### config.mk
export PLATFORM = sky130hd
export DESIGN_NAME = ps2_mouse_packet_decoder
export DESIGN_NICKNAME = d
export VERILOG_FILES = /design/src/rtl/pmpd_pkg.sv /design/src/rtl/pmpd_queue.sv /design/src/rtl/pmpd_front.sv /design/src/rtl/pmpd_back.sv /design/src/rtl/ps2_mouse_packet_decoder.sv
export SDC_FILE = /design/constraint.sdc
export NUM_CORES = 1
export LEC_CHECK = 0
export BUFFER_PORTS_ARGS = -buffer_cell sky130_fd_sc_hd__buf_2
export CORE_MARGIN = 2
export CORE_UTILIZATION = 62
export CTS_BUF_LIST = sky130_fd_sc_hd__clkbuf_4
export CTS_CLUSTER_SIZE = 20
export DETAILED_ROUTE_END_ITERATION = 7
export GPL_TIMING_DRIVEN = 0
export PLACE_DENSITY = 0.83
export SETUP_SLACK_MARGIN = 0.02
export SLEW_MARGIN = 20
export SYNTH_ARGS = -nofsm -noshare
export SYNTH_HDL_FRONTEND = slang
export SYNTH_SLANG_ARGS = --single-unit
### constraint.sdc
create_clock -name clk -period 3.95 [get_ports clk]
set_clock_uncertainty 0.1 [all_clocks]
set_input_delay 0.395 -clock clk [delete_from_list [all_inputs] [get_ports clk]]
set_output_delay 0.395 -clock clk [all_outputs]
set_load 0.03 [all_outputs]
### src/rtl/pmpd_pkg.sv
// Shared types and constants of the PS/2 mouse packet decoder.
// No dependencies.
`default_nettype none
package pmpd_pkg;

  localparam int PACKET_LENGTH = 3;
  localparam int BYTE_POS_W    = 2;
  localparam int AUX_BIT       = 5;
  localparam int POS_W         = 7;
  localparam int CFG_INDEX_W   = 8;

  localparam logic [CFG_INDEX_W-1:0] CFG_GRID_COLUMNS = 8'd0;
  localparam logic [CFG_INDEX_W-1:0] CFG_GRID_ROWS    = 8'd1;

  localparam logic [7:0]       GRID_COLUMNS_RST = 8'd80;
  localparam logic [7:0]       GRID_ROWS_RST    = 8'd25;
  localparam logic [POS_W-1:0] POS_X_RST        = 7'd40;
  localparam logic [POS_W-1:0] POS_Y_RST        = 7'd12;

  localparam logic [1:0] EV_BUTTON_DOWN = 2'd0;
  localparam logic [1:0] EV_BUTTON_UP   = 2'd1;
  localparam logic [1:0] EV_MOVE        = 2'd2;

  typedef struct packed {
    logic [2:0]       changed;
    logic [2:0]       prev_buttons;
    logic [POS_W-1:0] pos_x;
    logic [POS_W-1:0] pos_y;
  } pmpd_job_t;

endpackage
`default_nettype wire

### src/rtl/pmpd_queue.sv
// Small FIFO of decoded packet jobs between front and back.
// Depends on pmpd_pkg. DEPTH must be 2 or more.
`default_nettype none
module pmpd_queue import pmpd_pkg::*; #(
  parameter int DEPTH = 2
) (
  input  wire logic      clk,
  input  wire logic      rst_n,
  input  wire logic      push,
  input  pmpd_job_t      push_job,
  output logic           not_full,
  input  wire logic      pop,
  output logic           not_empty,
  output pmpd_job_t      head_job
);

  localparam int PTR_W = $clog2(DEPTH);
  localparam int CNT_W = $clog2(DEPTH + 1);

  pmpd_job_t        mem_r [DEPTH];
  logic [PTR_W-1:0] wr_ptr_r, wr_ptr_nxt;
  logic [PTR_W-1:0] rd_ptr_r, rd_ptr_nxt;
  logic [CNT_W-1:0] count_r, count_nxt;
  logic             do_push, do_pop;

  assign not_full  = (count_r != CNT_W'(DEPTH));
  assign not_empty = (count_r != '0);
  assign head_job  = mem_r[rd_ptr_r];
  assign do_push   = push && not_full;
  assign do_pop    = pop && not_empty;

  always_comb begin
    wr_ptr_nxt = wr_ptr_r;
    rd_ptr_nxt = rd_ptr_r;
    count_nxt  = count_r;
    if (do_push) begin
      wr_ptr_nxt = (wr_ptr_r == PTR_W'(DEPTH - 1)) ? '0 : wr_ptr_r + 1'b1;
    end
    if (do_pop) begin
      rd_ptr_nxt = (rd_ptr_r == PTR_W'(DEPTH - 1)) ? '0 : rd_ptr_r + 1'b1;
    end
    if (do_push && !do_pop) begin
      count_nxt = count_r + 1'b1;
    end else if (do_pop && !do_push) begin
      count_nxt = count_r - 1'b1;
    end
  end

  always_ff @(posedge clk) begin
    if (!rst_n) begin
      wr_ptr_r <= '0;
      rd_ptr_r <= '0;
      count_r  <= '0;
    end else begin
      wr_ptr_r <= wr_ptr_nxt;
      rd_ptr_r <= rd_ptr_nxt;
      count_r  <= count_nxt;
    end
  end

  always_ff @(posedge clk) begin
    if (do_push) begin
      mem_r[wr_ptr_r] <= push_job;
    end
  end

endmodule
`default_nettype wire

### src/rtl/pmpd_front.sv
// Front end: config registers, byte filter, packet assembly, cursor clamp
// and button change detection. Depends on pmpd_pkg.
`default_nettype none
module pmpd_front import pmpd_pkg::*; (
  input  wire logic                   clk,
  input  wire logic                   rst_n,
  input  wire logic                   in_valid,
  output logic                        in_ready,
  input  wire logic [7:0]             status_byte,
  input  wire logic [7:0]             data_byte,
  input  wire logic                   cfg_valid,
  output logic                        cfg_ready,
  input  wire logic [CFG_INDEX_W-1:0] cfg_index,
  input  wire logic [7:0]             cfg_data,
  input  wire logic                   q_not_full,
  output logic                        q_push,
  output pmpd_job_t                   q_job
);

  logic [7:0]            cols_r, cols_nxt;
  logic [7:0]            rows_r, rows_nxt;
  logic [BYTE_POS_W-1:0] pos_r, pos_nxt;
  logic [POS_W-1:0]      x_r, x_nxt;
  logic [POS_W-1:0]      y_r, y_nxt;
  logic [2:0]            btn_r, btn_nxt;
  logic [7:0]            b0_r, b1_r;
  logic                  take, last_byte;
  logic signed [9:0]     sum_x, sum_y;
  logic [POS_W-1:0]      new_x, new_y;

  function automatic logic [POS_W-1:0] clamp_axis(input logic signed [9:0] v,
                                                  input logic [7:0] size);
    logic [7:0] lim;
    lim = size;
    if (size == 8'd0) begin
      lim = 8'd1;
    end else if (size > 8'd128) begin
      lim = 8'd128;
    end
    if (v < 0) begin
      return '0;
    end else if (v >= $signed({2'b00, lim})) begin
      return POS_W'(lim - 8'd1);
    end else begin
      return v[POS_W-1:0];
    end
  endfunction

  assign in_ready  = q_not_full;
  assign cfg_ready = 1'b1;
  assign take      = in_valid && in_ready && status_byte[AUX_BIT];
  assign last_byte = (pos_r >= BYTE_POS_W'(PACKET_LENGTH - 1));

  assign sum_x = $signed({3'b000, x_r}) + $signed({{2{b1_r[7]}}, b1_r});
  assign sum_y = $signed({3'b000, y_r}) - $signed({{2{data_byte[7]}}, data_byte});
  assign new_x = clamp_axis(sum_x, cols_r);
  assign new_y = clamp_axis(sum_y, rows_r);

  assign q_push             = take && last_byte;
  assign q_job.changed      = b0_r[2:0] ^ btn_r;
  assign q_job.prev_buttons = btn_r;
  assign q_job.pos_x        = new_x;
  assign q_job.pos_y        = new_y;

  always_comb begin
    cols_nxt = cols_r;
    rows_nxt = rows_r;
    pos_nxt  = pos_r;
    x_nxt    = x_r;
    y_nxt    = y_r;
    btn_nxt  = btn_r;
    if (cfg_valid && cfg_ready) begin
      if (cfg_index == CFG_GRID_COLUMNS) begin
        cols_nxt = cfg_data;
      end else if (cfg_index == CFG_GRID_ROWS) begin
        rows_nxt = cfg_data;
      end
    end
    if (take) begin
      if (last_byte) begin
        pos_nxt = '0;
        x_nxt   = new_x;
        y_nxt   = new_y;
        btn_nxt = b0_r[2:0];
      end else begin
        pos_nxt = pos_r + 1'b1;
      end
    end
  end

  always_ff @(posedge clk) begin
    if (!rst_n) begin
      cols_r <= GRID_COLUMNS_RST;
      rows_r <= GRID_ROWS_RST;
      pos_r  <= '0;
      x_r    <= POS_X_RST;
      y_r    <= POS_Y_RST;
      btn_r  <= '0;
    end else begin
      cols_r <= cols_nxt;
      rows_r <= rows_nxt;
      pos_r  <= pos_nxt;
      x_r    <= x_nxt;
      y_r    <= y_nxt;
      btn_r  <= btn_nxt;
    end
  end

  always_ff @(posedge clk) begin
    if (take && !last_byte) begin
      if (pos_r == '0) begin
        b0_r <= data_byte;
      end else begin
        b1_r <= data_byte;
      end
    end
  end

endmodule
`default_nettype wire

### src/rtl/pmpd_back.sv
// Back end: walks one packet job into button events and a final move event,
// one per cycle unless stalled, through an output register. Depends on pmpd_pkg.
`default_nettype none
module pmpd_back import pmpd_pkg::*; (
  input  wire logic       clk,
  input  wire logic       rst_n,
  input  wire logic       q_not_empty,
  input  pmpd_job_t       q_head,
  output logic            q_pop,
  output logic            out_valid,
  input  wire logic       out_ready,
  output logic [1:0]      event_kind,
  output logic [1:0]      button_number,
  output logic [POS_W-1:0] cursor_x,
  output logic [POS_W-1:0] cursor_y,
  output logic            last_of_run
);

  logic             busy_r, busy_nxt;
  pmpd_job_t        job_r, job_nxt;
  pmpd_job_t        cur;
  logic             out_valid_r, out_valid_nxt;
  logic [1:0]       kind_r, kind_nxt;
  logic [1:0]       btn_num_r, btn_num_nxt;
  logic [POS_W-1:0] ox_r, ox_nxt;
  logic [POS_W-1:0] oy_r, oy_nxt;
  logic             last_r, last_nxt;
  logic             slot_free, advance;
  logic [1:0]       sel;
  logic [2:0]       sel_mask;

  assign cur       = busy_r ? job_r : q_head;
  assign slot_free = !out_valid_r || out_ready;
  assign advance   = slot_free && (busy_r || q_not_empty);
  assign q_pop     = advance && !busy_r;

  always_comb begin
    priority if (cur.changed[0]) begin
      sel = 2'd1;
    end else if (cur.changed[1]) begin
      sel = 2'd2;
    end else if (cur.changed[2]) begin
      sel = 2'd3;
    end else begin
      sel = 2'd0;
    end
  end

  assign sel_mask = (sel == 2'd0) ? 3'b000 : 3'(3'b001 << (sel - 2'd1));

  always_comb begin
    busy_nxt      = busy_r;
    job_nxt       = job_r;
    out_valid_nxt = out_valid_r && !out_ready;
    kind_nxt      = kind_r;
    btn_num_nxt   = btn_num_r;
    ox_nxt        = ox_r;
    oy_nxt        = oy_r;
    last_nxt      = last_r;
    if (advance) begin
      out_valid_nxt = 1'b1;
      ox_nxt        = cur.pos_x;
      oy_nxt        = cur.pos_y;
      if (sel != 2'd0) begin
        kind_nxt    = ((cur.prev_buttons & sel_mask) != 3'b000) ? EV_BUTTON_UP
                                                                : EV_BUTTON_DOWN;
        btn_num_nxt = sel;
        last_nxt    = 1'b0;
        busy_nxt    = 1'b1;
        job_nxt     = cur;
        job_nxt.changed = cur.changed & ~sel_mask;
      end else begin
        kind_nxt    = EV_MOVE;
        btn_num_nxt = 2'd0;
        last_nxt    = 1'b1;
        busy_nxt    = 1'b0;
      end
    end
  end

  always_ff @(posedge clk) begin
    if (!rst_n) begin
      busy_r      <= 1'b0;
      out_valid_r <= 1'b0;
    end else begin
      busy_r      <= busy_nxt;
      out_valid_r <= out_valid_nxt;
    end
  end

  always_ff @(posedge clk) begin
    job_r     <= job_nxt;
    kind_r    <= kind_nxt;
    btn_num_r <= btn_num_nxt;
    ox_r      <= ox_nxt;
    oy_r      <= oy_nxt;
    last_r    <= last_nxt;
  end

  assign out_valid     = out_valid_r;
  assign event_kind    = kind_r;
  assign button_number = btn_num_r;
  assign cursor_x      = ox_r;
  assign cursor_y      = oy_r;
  assign last_of_run   = last_r;

endmodule
`default_nettype wire

### src/rtl/ps2_mouse_packet_decoder.sv
// PS/2 mouse packet decoder: one input beat per cycle while the packet queue
// has room; a third aux byte's packet job passes the queue register and then
// the output register before its first event. A packet yields 1 to 4 events,
// one per cycle unless out_tready stalls; later packets queue up behind them.
// Synchronous active-low reset: grid 80x25, cursor (40,12), no buttons held.
// Depends on pmpd_pkg, pmpd_front, pmpd_queue, pmpd_back.
`default_nettype none
module ps2_mouse_packet_decoder import pmpd_pkg::*; #(
  parameter int QUEUE_DEPTH = 2
) (
  input  wire logic                   clk,
  input  wire logic                   rst_n,
  input  wire logic                   in_tvalid,
  output logic                        in_tready,
  input  wire logic [7:0]             in_tdata,   // [7:0] data_byte
  input  wire logic [7:0]             in_tuser,   // [7:0] status_byte
  output logic                        out_tvalid,
  input  wire logic                   out_tready,
  output logic [15:0]                 out_tdata,  // [1:0] button_number, [8:2] cursor_x,
                                                  // [15:9] cursor_y
  output logic [1:0]                  out_tuser,  // [1:0] event_kind
  output logic                        out_tlast,  // last_of_run
  input  wire logic                   cfg_valid,
  output logic                        cfg_ready,
  input  wire logic [CFG_INDEX_W-1:0] cfg_index,
  input  wire logic [7:0]             cfg_data
);

  logic             q_not_full, q_not_empty, q_push, q_pop;
  pmpd_job_t        q_in_job, q_head;
  logic [1:0]       button_number;
  logic [POS_W-1:0] cursor_x, cursor_y;

  pmpd_front u_front (
    .clk         (clk),
    .rst_n       (rst_n),
    .in_valid    (in_tvalid),
    .in_ready    (in_tready),
    .status_byte (in_tuser),
    .data_byte   (in_tdata),
    .cfg_valid   (cfg_valid),
    .cfg_ready   (cfg_ready),
    .cfg_index   (cfg_index),
    .cfg_data    (cfg_data),
    .q_not_full  (q_not_full),
    .q_push      (q_push),
    .q_job       (q_in_job)
  );

  pmpd_queue #(
    .DEPTH (QUEUE_DEPTH)
  ) u_queue (
    .clk       (clk),
    .rst_n     (rst_n),
    .push      (q_push),
    .push_job  (q_in_job),
    .not_full  (q_not_full),
    .pop       (q_pop),
    .not_empty (q_not_empty),
    .head_job  (q_head)
  );

  pmpd_back u_back (
    .clk           (clk),
    .rst_n         (rst_n),
    .q_not_empty   (q_not_empty),
    .q_head        (q_head),
    .q_pop         (q_pop),
    .out_valid     (out_tvalid),
    .out_ready     (out_tready),
    .event_kind    (out_tuser),
    .button_number (button_number),
    .cursor_x      (cursor_x),
    .cursor_y      (cursor_y),
    .last_of_run   (out_tlast)
  );

  assign out_tdata = {cursor_y, cursor_x, button_number};

endmodule
`default_nettype wire

==> results.json <==
{
  "firstDrtPassIters": 5,
  "synthCells": 570,
  "drv_slew": 0,
  "synthMuxAreaShare": 0.0682,
  "numCtsBuffers": 17,
  "synth_cell_type_count": 60,
  "antenna_left": 0,
  "wl_per_cell_um": 16.5,
  "num_vias": 4599,
  "synth-simple-area-share": 0.129,
  "cp_max_fo": 9,
  "fin_crit_ps": 3790,
  "finalCritPeriodShare": 0.958,
  "syn_nets": 642,
  "drive_above_1_share": 0.170,
  "path_clk_slew_ps": 110,
  "final_cell_mix": "edfxtp_1, buf_2, nand2_1",
  "crit_path_start_kind": "input port",
  "synthAdderAreaFrac": 0.0697,
  "diodes": 0,
  "grt_start_max_net_pins": 21,
  "synth_compound_area_frac": 0.132,
  "drc": 0,
  "antenna_found_initial": 0,
  "ys_async_sr_fraction": 0,
  "core-area_um2": 10200,
  "start_util": 0.635,
  "synth.avg_cell_area_um2": 11.4,
  "synth-seq-area-share": 0.546,
  "die_h_um": 106,
  "switchingPower_w": 0.00137,
  "synth_top_family_by_area": "compound AO/OA/AOI/OAI gates",
  "p_per_area_nw_per_um2": 539,
  "p_leak_nw": 2.89,
  "comb_power_share": 0.276,
  "arrival_ps": 3940,
  "grt-ovfl-total": 0,
  "tightest_slew_ps": 892,
  "crit_path_end_kind": "flop",
  "tritoncts": "done",
  "synth_edf_count": 90,
  "final_common_cell": "edfxtp_1",
  "p_seq_frac": 0.486,
  "hold_depth": 3,
  "synthesis.area_um2": 6490,
  "synth_top_flop_cell": "edfxtp_1",
  "final-seq-area_um2": 3540,
  "clk_path_buf_depth": 2,
  "fill_cells": 716,
  "rsz0062_at_grt": "no",
  "hpwl_um": 9900,
  "hold_viol": 0,
  "via_per_inst": 5.76,
  "htreeDepth": 4,
  "grt.total_usage": 0.252,
  "relSlewSlack": 0.405,
  "std_cell_rows": 37,
  "layout.nets": 722,
  "syn_to_final_growth_pct": 13.3,
  "drv_cap": 0,
  "cp.required_ps": 4100,
  "swShare": 0.344,
  "p_clk_frac": 0.237,
  "tns_ps": 0,
  "io_pins": 59,
  "setup_violations": 0,
  "grt_pass1_vias": 4629,
  "vdd_drop_max_mv": 0.380,
  "synth_area_leaders": "edfxtp_1, dfxtp_1, mux2i_1",
  "synth_seq_cells": 132,
  "drt-initial-drc-count": 254,
  "synth_warnings": 0,
  "grt_pass1_wl_um": 22200,
  "fin_hold_ws_ps": 40.3,
  "cts.sinks": 132,
  "status": "finished, final reports clean",
  "die_area_um2": 11300,
  "gp_congestion": 0.838,
  "port_buffers": 49,
  "wirelength_um": 13200,
  "die_x_um": 106,
  "internal-power_w": 0.00260,
  "worst-setup-path-type": "in2reg",
  "multiInputGateArea_um2": 2770,
  "clock.fmax_mhz": 264,
  "synth_xor_area_frac": 0.0229,
  "hp-class": "in2reg",
  "worstSkewPairLatency_ps": 520,
  "reg2reg_depth": 12,
  "synth.top_cell.area_share": 0.416,
  "root_buffer": "clkbuf_4",
  "yosysTopAreaCell": "edfxtp_1"
}
## repair_timing
item / in CTS / in global routing
gates resized for setup: 0 / 2
endpoints found under the hold margin: 12 / 0
hold buffers: 9 / 0
buffers inserted: 0 / 0
endpoints found under the setup margin: 0 / 16
## layout make-up
| class | count | share of cell area |
|---|---|---|
| flip-flops and latches | 132 | 0.482 |
| multi-input cells | 390 | 0.377 |
| repair buffers | 61 | 0.0497 |
| well taps | 136 | 0.0231 |
| clock inverters | 14 | 0.0225 |
| clock buffers | 18 | 0.0184 |
| inverters | 29 | 0.0148 |
| plain buffers | 19 | 0.0131 |
## flip-flops by register name (all words and copies together), names as in the netlist, named ones only
signal and cells:
u_back.out_valid 1, u_front.b0_r 3, u_front.cols_r 8, u_back.cursor_x 7, u_queue.count_r 2, u_queue.mem_r 40, u_front.b1_r 8, u_front.x_r 7
u_queue.wr_ptr_r 1, u_front.rows_r 8, u_front.y_r 7, u_front.pos_r 2, u_back.busy_r 1, u_front.btn_r 3, u_back.job_r 20, u_back.event_kind 2
u_back.button_number 2, u_queue.rd_ptr_r 1, u_back.cursor_y 7, u_back.last_of_run 1
## cell usage after synthesis (3+ instances only)
cell	n
a31oi_1	5
buf_2	5
a21boi_0	13
a211oi_1	3
clkbuf_1	11
a21oi_1	22
nor4_1	3
nor3_1	17
xnor2_1	10
o31ai_1	3
or3_1	3
nand3_1	9
ha_1	33
o211a_1	4
nor2b_1	19
edfxtp_1	90
nand2_1	53
o2111ai_1	4
and3_1	3
and2_1	10
mux2i_1	42
nand2b_1	7
o21ai_0	29
xor2_1	7
o211ai_1	3
nor2_1	37
dfxtp_1	42
inv_1	28
o21a_1	11
a21o_1	4
## stage by stage
stage                     setup WS, ps   util  instances  total power (W)  area [µm²]
final                              164  0.719        799          0.00396        7350
after CTS                         33.4  0.718        799          0.00398        7340
after global routing              41.7  0.719        799          0.00416        7350
after global placement             175  0.675        755          0.00294        6910
after floorplan                    654      -        570          0.00271        6490
after detailed placement          9.63  0.680        758          0.00305        6950
## path summary, 6_finish.rpt
path,start,endpoint,slack [ps]
worst min-delay path,cfg_data[0],u_front.rows_r[0],40
worst min register to register,u_front.x_r[0],u_front.x_r[0],380
worst max-delay path,in_tdata[0],u_queue.mem_r[1][4],160
worst max register to register,u_front.b1_r[0],u_queue.mem_r[1][10],240
## power by group through the flow
stage          sequential [W]  clock, W  combinational (W)
4_1_cts               0.00193  0.000953            0.00110
6_report              0.00193  0.000941            0.00110
5_1_grt               0.00195   0.00101            0.00120
3_3_place_gp          0.00195         0           0.000990
2_1_floorplan         0.00215         0           0.000557
3_5_place_dp          0.00196         0            0.00109
## logic make-up after synthesis
group	after synthesis
other	2
AND/OR/NAND/NOR	171
flip-flops	132
AO/OA/AOI/OAI	121
multiplexers	44
adder cells (fa/ha/maj)	35
XOR/XNOR	17
buffers and inverters	48
## metal layers
layer / share of wire / track usage / routed length, µm / up-vias
met4: 0.023 / 0.0902 / 305 / 0
li1: - / - / - / 2242
met2: 0.51 / 0.439 / 6650 / 138
met1: 0.42 / 0.307 / 5580 / 2189
met5: 0 / 0 / 0 / -
met3: 0.047 / 0.0564 / 619 / 30
## worst max-delay path: stages
cell,delay (ps)
dlygate4sd3_1,530
buf_2,140
ha_1,220
fa_1,420
nor2b_1,210
o31ai_2,110
a21oi_4,280
xnor2_1,120
ha_1,220
nor3_1,260
o221a_4,270
or2_1,130
buf_6,150
mux2i_1,360
nor2_1,130
(Power assumes the default switching activity.)
